**src/hw/rtl/lrle_pkg.sv**
```systemverilog
// ----------------------------------------------------------------------------
// lrle_pkg
// Word types and constants shared by the level run-length encoder.
// ----------------------------------------------------------------------------
package lrle_pkg;

  localparam int unsigned SampleW   = 8;
  localparam int unsigned GapW      = 24;
  localparam int unsigned CountW    = 32;
  localparam int unsigned DurW      = 40;
  localparam int unsigned RunW      = 7;

  // sample bit that selects the level (level is high when it is clear)
  localparam int unsigned LevelBit  = 7;

  localparam logic [RunW-1:0]   RunMax   = 7'h7f;
  localparam logic [GapW-1:0]   GapReset = 24'd22050;
  localparam logic [CountW-1:0] Max32    = '1;
  localparam logic [DurW-1:0]   Max40    = '1;
  // duration step per sample, in half-sample units
  localparam logic [DurW-1:0]   DurStep  = 40'd2;

  typedef enum logic [1:0] {
    KIND_RUN  = 2'd0,
    KIND_DESC = 2'd1,
    KIND_TERM = 2'd2
  } kind_e;

  typedef struct packed {
    logic [SampleW-1:0] sample;
    logic               end_of_stream;
  } in_word_t;

  typedef struct packed {
    kind_e              kind;
    logic [7:0]         run_byte;
    logic [CountW-1:0]  block_offset;
    logic [CountW-1:0]  block_size;
    logic [DurW-1:0]    block_duration;
    logic               last_result;
  } out_word_t;

endpackage

```
**src/hw/rtl/level_run_length_encoder.sv**
```systemverilog
// ----------------------------------------------------------------------------
// level_run_length_encoder
// Turns audio samples into level run bytes and emits a block descriptor
// whenever a long enough pause or the end of stream closes a block.
// ----------------------------------------------------------------------------
//  port group    dir   handshake                 word
//  in_*          in    in_valid_i / in_stall_o   in_word_t (sample, end_of_stream)
//  out_*         out   out_valid_o / out_stall_i out_word_t (kind ... last_result)
//  cfg_*         in    cfg_we_i                  gap_samples, 24 bits
//
//  one input word is taken per cycle while the output buffer has room; it waits in
//  the input register and its results are registered into a two-entry output buffer.
//  a word with two results (block split, end of stream) holds off the next input
//  word while the output buffer drains.
//  reset clears the encoder state and sets gap_samples to 22050.
//  in_stall_o follows out_stall_i in the same cycle when the buffer holds one word.
// ----------------------------------------------------------------------------
module level_run_length_encoder
  import lrle_pkg::*;
(
  input  logic            clk_i,
  input  logic            rst_ni,

  input  logic            in_valid_i,
  output logic            in_stall_o,
  input  in_word_t        in_word_i,

  output logic            out_valid_o,
  input  logic            out_stall_i,
  output out_word_t       out_word_o,

  input  logic            cfg_we_i,
  input  logic [GapW-1:0] cfg_wdata_i
);

  function automatic logic [CountW-1:0] sat_inc32(input logic [CountW-1:0] v);
    return (v == Max32) ? v : v + 1'b1;
  endfunction

  function automatic out_word_t run_word(input logic lvl, input logic [RunW-1:0] len,
                                         input logic last);
    out_word_t w;
    w = '0;
    w.kind        = KIND_RUN;
    w.run_byte    = {lvl, len};
    w.last_result = last;
    return w;
  endfunction

  function automatic out_word_t desc_word(input logic [CountW-1:0] off,
                                          input logic [CountW-1:0] size,
                                          input logic [DurW-1:0] dur,
                                          input logic last);
    out_word_t w;
    w = '0;
    w.kind           = KIND_DESC;
    w.block_offset   = off;
    w.block_size     = size;
    w.block_duration = dur;
    w.last_result    = last;
    return w;
  endfunction

  // configuration
  logic [GapW-1:0] gap_q;

  // input register
  logic     in_valid_q;
  in_word_t in_word_q;

  // encoder state
  logic              started_q, started_d;
  logic              level_q, level_d;
  logic [RunW-1:0]   run_len_q, run_len_d;
  logic [CountW-1:0] pause_samples_q, pause_samples_d;
  logic [CountW-1:0] pause_bytes_q, pause_bytes_d;
  logic [CountW-1:0] byte_offset_q, byte_offset_d;
  logic [CountW-1:0] block_start_q, block_start_d;
  logic [DurW-1:0]   dur_acc_q, dur_acc_d;

  // output buffer, slot 0 is the head
  out_word_t slot0_q, slot1_q;
  logic [1:0] cnt_q;

  logic pop, room, adv;
  logic [1:0] n_res;
  out_word_t res0, res1;

  logic              level_in;
  logic [DurW:0]     dur_sum;
  logic [DurW-1:0]   dur_inc;
  logic [RunW-1:0]   run_inc;
  logic [CountW-1:0] half;
  logic [CountW-1:0] span;
  logic [CountW-1:0] split_size;
  logic [DurW-1:0]   split_dur;
  logic [DurW-1:0]   pause_wide;

  assign pop         = (cnt_q != 2'd0) && !out_stall_i;
  assign room        = (cnt_q == 2'd0) || ((cnt_q == 2'd1) && pop);
  assign adv         = in_valid_q && room;
  assign in_stall_o  = in_valid_q && !room;
  assign out_valid_o = (cnt_q != 2'd0);
  assign out_word_o  = slot0_q;

  assign level_in   = ~in_word_q.sample[LevelBit];
  assign dur_sum    = {1'b0, dur_acc_q} + {1'b0, DurStep};
  assign dur_inc    = dur_sum[DurW] ? Max40 : dur_sum[DurW-1:0];
  assign run_inc    = run_len_q + 1'b1;
  assign half       = pause_bytes_q >> 1;
  assign span       = (byte_offset_q >= block_start_q) ? byte_offset_q - block_start_q : '0;
  assign split_size = (span >= half) ? span - half : '0;
  assign pause_wide = {{(DurW-CountW){1'b0}}, pause_samples_q};
  assign split_dur  = (dur_inc >= pause_wide) ? dur_inc - pause_wide : '0;

  always_comb begin
    started_d       = started_q;
    level_d         = level_q;
    run_len_d       = run_len_q;
    pause_samples_d = pause_samples_q;
    pause_bytes_d   = pause_bytes_q;
    byte_offset_d   = byte_offset_q;
    block_start_d   = block_start_q;
    dur_acc_d       = dur_acc_q;
    n_res           = 2'd0;
    res0            = '0;
    res1            = '0;

    if (in_word_q.end_of_stream) begin
      res0      = '0;
      res0.kind = KIND_TERM;
      res1      = desc_word(block_start_q, span, dur_acc_q, 1'b1);
      n_res     = 2'd2;
      started_d       = 1'b0;
      level_d         = 1'b0;
      run_len_d       = 7'd1;
      pause_samples_d = '0;
      pause_bytes_d   = '0;
      byte_offset_d   = '0;
      block_start_d   = '0;
      dur_acc_d       = '0;
    end else if (!started_q) begin
      started_d = 1'b1;
      level_d   = level_in;
      run_len_d = 7'd1;
      dur_acc_d = DurStep;
    end else begin
      dur_acc_d = dur_inc;
      if (level_in == level_q) begin
        pause_samples_d = sat_inc32(pause_samples_q);
        if (run_inc == RunMax) begin
          // full run is flushed and counts toward the pause
          res0          = run_word(level_q, RunMax, 1'b1);
          n_res         = 2'd1;
          byte_offset_d = sat_inc32(byte_offset_q);
          pause_bytes_d = sat_inc32(pause_bytes_q);
          run_len_d     = '0;
        end else begin
          run_len_d = run_inc;
        end
      end else begin
        if (pause_samples_q >= {{(CountW-GapW){1'b0}}, gap_q}) begin
          // block splits at half the pause
          res0          = desc_word(block_start_q, split_size, split_dur, 1'b0);
          res1          = run_word(level_q, run_len_q, 1'b1);
          n_res         = 2'd2;
          block_start_d = (byte_offset_q >= half) ? byte_offset_q - half : '0;
          dur_acc_d     = pause_wide;
        end else begin
          res0  = run_word(level_q, run_len_q, 1'b1);
          n_res = 2'd1;
        end
        byte_offset_d   = sat_inc32(byte_offset_q);
        pause_samples_d = '0;
        pause_bytes_d   = '0;
        level_d         = level_in;
        run_len_d       = 7'd1;
      end
    end
  end

  always_ff @(posedge clk_i or negedge rst_ni) begin
    if (!rst_ni) begin
      gap_q           <= GapReset;
      in_valid_q      <= 1'b0;
      started_q       <= 1'b0;
      level_q         <= 1'b0;
      run_len_q       <= 7'd1;
      pause_samples_q <= '0;
      pause_bytes_q   <= '0;
      byte_offset_q   <= '0;
      block_start_q   <= '0;
      dur_acc_q       <= '0;
      cnt_q           <= 2'd0;
    end else begin
      if (cfg_we_i) begin
        gap_q <= cfg_wdata_i;
      end
      if (!in_stall_o) begin
        in_valid_q <= in_valid_i;
      end
      if (adv) begin
        started_q       <= started_d;
        level_q         <= level_d;
        run_len_q       <= run_len_d;
        pause_samples_q <= pause_samples_d;
        pause_bytes_q   <= pause_bytes_d;
        byte_offset_q   <= byte_offset_d;
        block_start_q   <= block_start_d;
        dur_acc_q       <= dur_acc_d;
        cnt_q           <= n_res;
      end else if (pop) begin
        cnt_q <= cnt_q - 2'd1;
      end
    end
  end

  always_ff @(posedge clk_i) begin
    if (in_valid_i && !in_stall_o) begin
      in_word_q <= in_word_i;
    end
    if (adv) begin
      slot0_q <= res0;
      slot1_q <= res1;
    end else if (pop) begin
      slot0_q <= slot1_q;
    end
  end

  // terminator leaves only with the final descriptor right behind it
  assert property (@(posedge clk_i) disable iff (!rst_ni)
    (out_valid_o && out_word_o.kind == KIND_TERM) |->
      (cnt_q == 2'd2 && slot1_q.kind == KIND_DESC && slot1_q.last_result))
    else $error("terminator not followed by final descriptor");

  // first of two buffered results is never the last one
  assert property (@(posedge clk_i) disable iff (!rst_ni)
    (cnt_q == 2'd2) |-> !slot0_q.last_result)
    else $error("last_result set on first of two results");

  // end of stream returns the encoder to its reset state
  assert property (@(posedge clk_i) disable iff (!rst_ni)
    (adv && in_word_q.end_of_stream) |=>
      (!started_q && byte_offset_q == '0 && block_start_q == '0 && dur_acc_q == '0))
    else $error("state not cleared after end of stream");

  // a full buffer never goes straight to empty
  assert property (@(posedge clk_i) disable iff (!rst_ni)
    (cnt_q == 2'd2) |=> (cnt_q != 2'd0 || $past(pop)))
    else $error("output buffer lost a result");

endmodule
```
**config.mk**
```make
export PLATFORM = sky130hd
export DESIGN_NAME = level_run_length_encoder
export DESIGN_NICKNAME = d
export VERILOG_FILES = /design/src/hw/rtl/lrle_pkg.sv /design/src/hw/rtl/level_run_length_encoder.sv
export SDC_FILE = /design/constraint.sdc
export NUM_CORES = 1
export LEC_CHECK = 0
export BUFFER_PORTS_ARGS = -buffer_cell sky130_fd_sc_hd__buf_2
export CORE_MARGIN = 2
export CORE_UTILIZATION = 30
export CTS_CLUSTER_SIZE = 28
export DETAILED_ROUTE_END_ITERATION = 8
export GPL_TIMING_DRIVEN = 0
export PLACE_DENSITY_LB_ADDON = 0.3
export SYNTH_ARGS = -nofsm -noshare
export SYNTH_HDL_FRONTEND = slang
export SYNTH_SLANG_ARGS = --single-unit
```
**constraint.sdc**
```tcl
create_clock -name clk_i -period 9.5 [get_ports clk_i]
set_clock_uncertainty 0.05 [all_clocks]
set_input_delay 1.9 -clock clk_i [delete_from_list [all_inputs] [get_ports clk_i]]
set_output_delay 1.9 -clock clk_i [all_outputs]
set_load 0.02 [all_outputs]
```
* Word level (Yosys, flattened, before mapping)
Index checks and enable logic that the tools add are counted.
** Storage, ports and cells
- Register bits after elaboration :: 443
- Input bits :: 38
- Output and inout port bits :: 117
- Logic and storage cells :: 129
** Cells by class
- Add/subtract/negate cells :: 10
- Magnitude comparators :: 5
- Equality and inequality tests :: 11
- Mux-type cells :: 53
- Bitwise logic cells :: 3
- Reductions and logical operators :: 21
** Operator list (count)
- $mux 32 :: 21
- $mux 115 :: 5
- $mux 105 :: 3
- $mux 40 :: 6
- $mux 114 :: 1
- $mux 113 :: 1
- $add 32x1->32 const B :: 3
- $eq 32x32->1 const B :: 3
- $ge 32x31->1 :: 2
- $sub 32x31->32 :: 2
- $add 40x2->41 const B :: 1
- $ge 40x32->1 :: 1
- $sub 40x32->40 :: 1
- $ge 32x24->1 :: 1
- $ge 32x32->1 :: 1
- $sub 32x32->32 :: 1
- $mux 7 :: 4
- $mux 2 :: 6
- $ne 3x3->1 const B :: 3
- $reduce_and 4->1 :: 2
- $reduce_bool 2->1 :: 4
- $add 7x1->7 const B :: 1
- $eq 7x7->1 const B :: 1
- $mux 1 :: 6
- other kinds (14) :: 23

* Depth between registers and ports, before layout
- Word-level depth :: 9
- Gate-level depth with buffers :: 26
- Depth with buffers taken out :: 24

* Worst setup path after synthesis
No wires, ideal clock.
- Path type :: in2reg
- Start :: in out_stall_i
- End :: reg cnt_q[1]
- Library setup time :: 0.503 ns
- Arrival time :: 10.321 ns
- Data required time :: 8.947 ns
- Setup slack :: -1.374 ns
- Stages :: 2
- Buffers on the path :: 0
- Cells stage by stage :: o21ai_0 o21ai_0
** Between the ends
- Longest elaborated chain between the ends :: 6
- Elaborated cells on any way between the ends :: 7
- Classes of those cells :: mux: 1; reduce/logical: 6
** Ends and longest elaborated chain
- start: declaration :: line level_run_length_encoder.sv:29 : input logic out_stall_i,
- $logic_not 1->1 * :: line level_run_length_encoder.sv:99 : assign pop = (cnt_q != 2'd0) && !out_stall_i;
- $logic_and 1x1->1 * :: line level_run_length_encoder.sv:99
- $logic_and 1x1->1 :: line level_run_length_encoder.sv:100 : assign room = (cnt_q == 2'd0) || ((cnt_q == 2'd1) && pop);
- $logic_or 1x1->1 :: line level_run_length_encoder.sv:100
- $logic_and 1x1->1 :: line level_run_length_encoder.sv:101 : assign adv = in_valid_q && room;
- $mux 2 / $reduce_bool 2->1 (equally long branches)
- end signal: assignment :: line level_run_length_encoder.sv:211 : cnt_q <= n_res;
- end signal: assignment :: line level_run_length_encoder.sv:213 : cnt_q <= cnt_q - 2'd1;
- end: declaration :: line level_run_length_encoder.sv:83 : logic [1:0] cnt_q;
Every way passes the cells marked *; elsewhere a longest branch is shown, timed or not.
A chain may end at the register's enable or synchronous reset.

* Final worst setup path
- Start :: reg byte_offset_q[0]
- End :: reg slot0_q, in the netlist out_word_o[51] (data pin)
** Between the ends
- Longest elaborated chain between the ends :: 9
- Elaborated cells on any way between the ends :: 11
- Classes of those cells :: add/sub: 2; order compare: 2; mux: 7
** Ends and longest elaborated chain
- start: declaration :: line level_run_length_encoder.sv:77 : logic [CountW-1:0] byte_offset_q, byte_offset_d;
- start signal: assignment :: line level_run_length_encoder.sv:208 : byte_offset_q <= byte_offset_d;
- $sub 32x32->32 / $ge 32x32->1 (equally long branches) :: line level_run_length_encoder.sv:111 : assign span = (byte_offset_q >= block_start_q) ? byte_offset_q - block_start_q : '0;
- $mux 32 * :: line level_run_length_encoder.sv:111
- net span[11] :: line level_run_length_encoder.sv:94 : logic [CountW-1:0] span;
- $ge 32x31->1 * :: line level_run_length_encoder.sv:112 : assign split_size = (span >= half) ? span - half : '0;
- $mux 32 * :: line level_run_length_encoder.sv:112
- $mux 114 * :: line level_run_length_encoder.sv:162 : if (pause_samples_q >= {{(CountW-GapW){1'b0}}, gap_q}) begin
- $mux 115 * :: line level_run_length_encoder.sv:149 : if (level_in == level_q) begin
- $mux 115 * :: line level_run_length_encoder.sv:142 : end else if (!started_q) begin
- $mux 115 * :: line level_run_length_encoder.sv:129 : if (in_word_q.end_of_stream) begin
- $mux 115 * :: line level_run_length_encoder.sv:222 : if (adv) begin
- end signal: assignment :: line level_run_length_encoder.sv:223 : slot0_q <= res0;
- end signal: assignment :: line level_run_length_encoder.sv:226 : slot0_q <= slot1_q;
- end: declaration :: line level_run_length_encoder.sv:82 : out_word_t slot0_q, slot1_q;
The timed path passes the listed nets; every way through them passes the cells marked *.

==> key figures <==
Synthesis
  • Top FF cell, synth: edfxtp_1
  • Async set or reset register ratio after synthesis: 0.469
  • Syn Area/Cell: 9.51 sq um
  • Syn Inst Count: 2790
  • Share of the synthesized area in the top cell type: 0.261
  • Yosys warns: 0
  • Register area share after synthesis: 0.454
  • Post-synth top area cell: edfxtp_1
  • Post-synth EDFFs: 231
  • Yosys cell types: 94
  • Post-Syn Area: 26500 sq um
  • Yosys reg bits: 435
  • Synth top area cells: edfxtp_1, dfrtp_1, ha_1, o21ai_0, xnor2_1
  • Post-Syn Nets: 2991

GRT
  • GR Util met3: 0.0210
  • GRT met1 Usage: 0.242
  • Vias in the first global route: 20700
  • GRT Max-Usage Layer: met2
  • Gr usage total: 0.176
  • First-pass GRT wire length: 124 mm
  • Remaining Overflow, GRT: 0
  • Largest net degree at the start of global routing: 105
  • GR Util met2: 0.292
  • Initial antenna violation count: 1

Floorplanning
  • # IOs: 155
  • Chip width: 301 microns
  • Initial core utilization: 0.301
  • Die Area: 90900 sq um
  • Row count: 109
  • Area of the core: 88100 sq um
  • Die height: 301 microns

Hold path
  • Hold EP: block_start_q[12]
  • Worst hold path type: register to register
  • Hold path depth: 2
  • HP Start: block_start_q[12]

Critical path
  • R2r worst-path depth: 25
  • Crit-path leading delay family: compound AO/OA/AOI/OAI gates
  • Worst setup path class: register to register
  • Startpoint class of the critical path: register
  • Reg2reg start: byte_offset_q[0]
  • Buf+Inv Stages, Crit Path: 4
  • Max incr delay on CP: 500 ps
  • Nature of the critical path endpoint: register
  • Data arrival, critical path: 7510 ps
  • Worst Path Max Fanout: 10
  • Critical R2R Capture: out_word_o[51]
  • Worst EP required: 9870 ps
  • R2R Setup Slk: 2360 ps
  • Worst path slowest cell: clkbuf_1

Placement
  • PortBufs: 146
  • Hpwl dp: 62.1 mm
  • Routability Congestion: 0.929

Power
  • Max IR drop VDD: 208 uV
  • Net Sw Frac: 0.441
  • Internal: 0.00645 W
  • Lkg Pwr: 13.1 nW
  • Reg power frac: 0.255
  • Clock power frac: 0.175
  • Psw: 0.00509 W
  • Pwr dens: 377 nW/um^2
  • Logic gate share of total power: 0.570
  • Overall Power: 0.0115 W

Timing
  • Max-slew violations: 0
  • Final Critical Period: 7140 ps
  • Count of final hold-check violations: 0
  • Final setup violation count: 0
  • Fraction of the cycle the final worst path needs: 0.751
  • Fmax: 140 MHz
  • Slew headroom: 0.219
  • Slew @ Worst Pin: 1160 ps
  • Unrepaired setup endpoints after global routing: false

Clock network
  • CTS H-Tree Depth: 2
  • CTS tree: built
  • CTS Hold Buffers Added: 0
  • Root Buffer: clkbuf_16
  • CTS Sinks: 435
  • Post_cts resized: 0
  • CTS Buf Count: 53
  • CTS clk-pin slew, worst paths: 60 ps
  • Clk buf depth: 3
  • Clk Latency, worst-skew pair: 620 ps
  • Setup repair bufs after CTS: 0

Final layout
  • Multi-input gate area: 13400 sq um
  • Post-Route Utilization: 0.348
  • Fillers: 9113
  • Layout cells sized above 1: 0.101
  • Synthesis-to-layout area growth: 15.4%
  • Fin nets: 3200
  • FF+latch area: 12100 sq um

Drt
  • Initial drt markers: 1525
  • Post-route antenna net violation count: 0
  • DRC: 0
  • DR vias/cell: 5.08
  • WL per Instance: 19.3 microns
  • Post-detailed-routing wire length: 81.2 mm
  • Vias: 21400
  • Drt first pass iters: 7

Flow run
  • Maxcap violations: 0

Run status
  • Outcome: complete, no violations
==> placed cells by master (no fill, tap or decap), types with 11 or more instances in the layout <==
| cell type | n |
|---|---|
| nand2_1 | 286 |
| edfxtp_1 | 231 |
| nor2_1 | 226 |
| o21ai_0 | 225 |
| dfrtp_1 | 197 |
| inv_1 | 174 |
| a21oi_1 | 161 |
| buf_2 | 160 |
| ha_1 | 159 |
| xnor2_1 | 129 |
| and2_1 | 116 |
| clkbuf_1 | 98 |
| nand3_1 | 84 |
| a22o_1 | 78 |
| xor2_1 | 71 |
| a21o_1 | 68 |
| clkbuf_16 | 56 |
| nand4_1 | 48 |
| and3_1 | 46 |
| nor3_1 | 45 |
| or3_1 | 26 |
| nand2b_1 | 24 |
| o211ai_1 | 21 |
| o21a_1 | 21 |
| a31oi_1 | 19 |
| a211oi_1 | 15 |
| o21bai_1 | 13 |
| or2_2 | 12 |
| nor2b_1 | 11 |
==> cell usage after synthesis, types with 5 or more instances <==
cell type  number
a21oi_1       161
inv_1         174
a31oi_1        19
and3_1         46
dfstp_2         7
ha_1          159
a21boi_0        5
and4_1         10
nor4_1         10
a22o_1         78
dfrtp_1       197
o21ai_0       226
and2_1        116
buf_2          15
a211o_1         8
xnor2_1       129
a311oi_1        6
o2111ai_1       5
o21a_1         21
nor2_1        226
o31ai_1         7
a211oi_1       15
a32o_1          9
nor3_1         45
a221o_1         5
or3_1          26
clkbuf_1       84
nand4_1        48
or2_2          12
nand2_1       286
nor2b_1        11
o21ai_1         8
o211ai_1       21
edfxtp_1      231
nand2b_1       24
nand3_1        84
o21bai_1       13
a21o_1         68
o41ai_1         5
xor2_1         71
==> power by group through the flow <==
stage                     clock network (W)  logic (W)  registers, W
after floorplan                           0    0.00433       0.00336
after global placement                    0    0.00650       0.00313
after detailed placement                  0    0.00658       0.00298
after CTS                           0.00207    0.00662       0.00295
after global routing                0.00214    0.00723       0.00300
final                               0.00201    0.00658       0.00294
==> tightest hold or removal path, delay by kind of cell (launching register included) <==
| family | cells | cell delay, ps |
|---|---|---|
| flip-flops | 1 | 350 |
| AO/OA/AOI/OAI | 1 | 60 |
| AND/OR/NAND/NOR | 1 | 50 |
==> worst max-delay path by stage <==
stage / startpoint / endpoint / cells past startpoint
after global placement: out_stall_i / block_start_q[26] / 9
after global routing: byte_offset_q[0] / out_word_o[52] / 25
after CTS: byte_offset_q[0] / out_word_o[55] / 25
after floorplan: out_stall_i / cnt_q[1] / 3
after detailed placement: byte_offset_q[0] / out_word_o[55] / 25
final: byte_offset_q[0] / out_word_o[51] / 25
==> final cells by class <==
class                   instances  area share
clock inverters                24     0.00649
well taps                    1165      0.0476
plain buffers                 110      0.0147
inverters                     177      0.0217
flip-flops and latches        435       0.393
multi-input cells            2068       0.437
clock buffers                  74      0.0489
repair buffers                154      0.0301
diodes                          1   0.0000817
==> metrics by stage <==
stage	hold WS (ps)	area, sq um	cells	worst slack (ps)	setup TNS [ps]
finish	445	30600	4208	2360	0
global route	463	30600	4207	1900	0
CTS	448	30600	4207	2270	0
detailed placement	434	28900	4109	2300	0
global placement	430	28700	4101	-2190	-238730
floorplan	374	26500	2790	1780	0
==> routing by layer <==
| layer | wire [microns] | up-vias |
|---|---|---|
| met5 | 0 | - |
| met4 | 2000 | 0 |
| met3 | 3270 | 107 |
| met2 | 38200 | 458 |
| met1 | 37700 | 10400 |
| li1 | - | 10400 |
==> sequential cells by signal, summed over array words and instances (netlist names) <==
signal	count
out_word_o	115
gap_q	24
byte_offset_q	32
cnt_q	2
pause_bytes_q	32
slot1_q	114
pause_samples_q	32
in_word_q	2
block_start_q	32
run_len_q	7
level_q	1
dur_acc_q	40
started_q	1
in_valid_q	1
==> cell families after synthesis <==
kind of cell	share of synthesized area
AOI/OAI and AO/OA	0.178
adders and majority gates	0.0780
muxes	0.00240
DFF	0.454
xor gates and xnor gates	0.0660
and+or+nand+nor	0.180
buffers and inverters	0.0419
No activity file was read; power rests on OpenSTA's default activity.
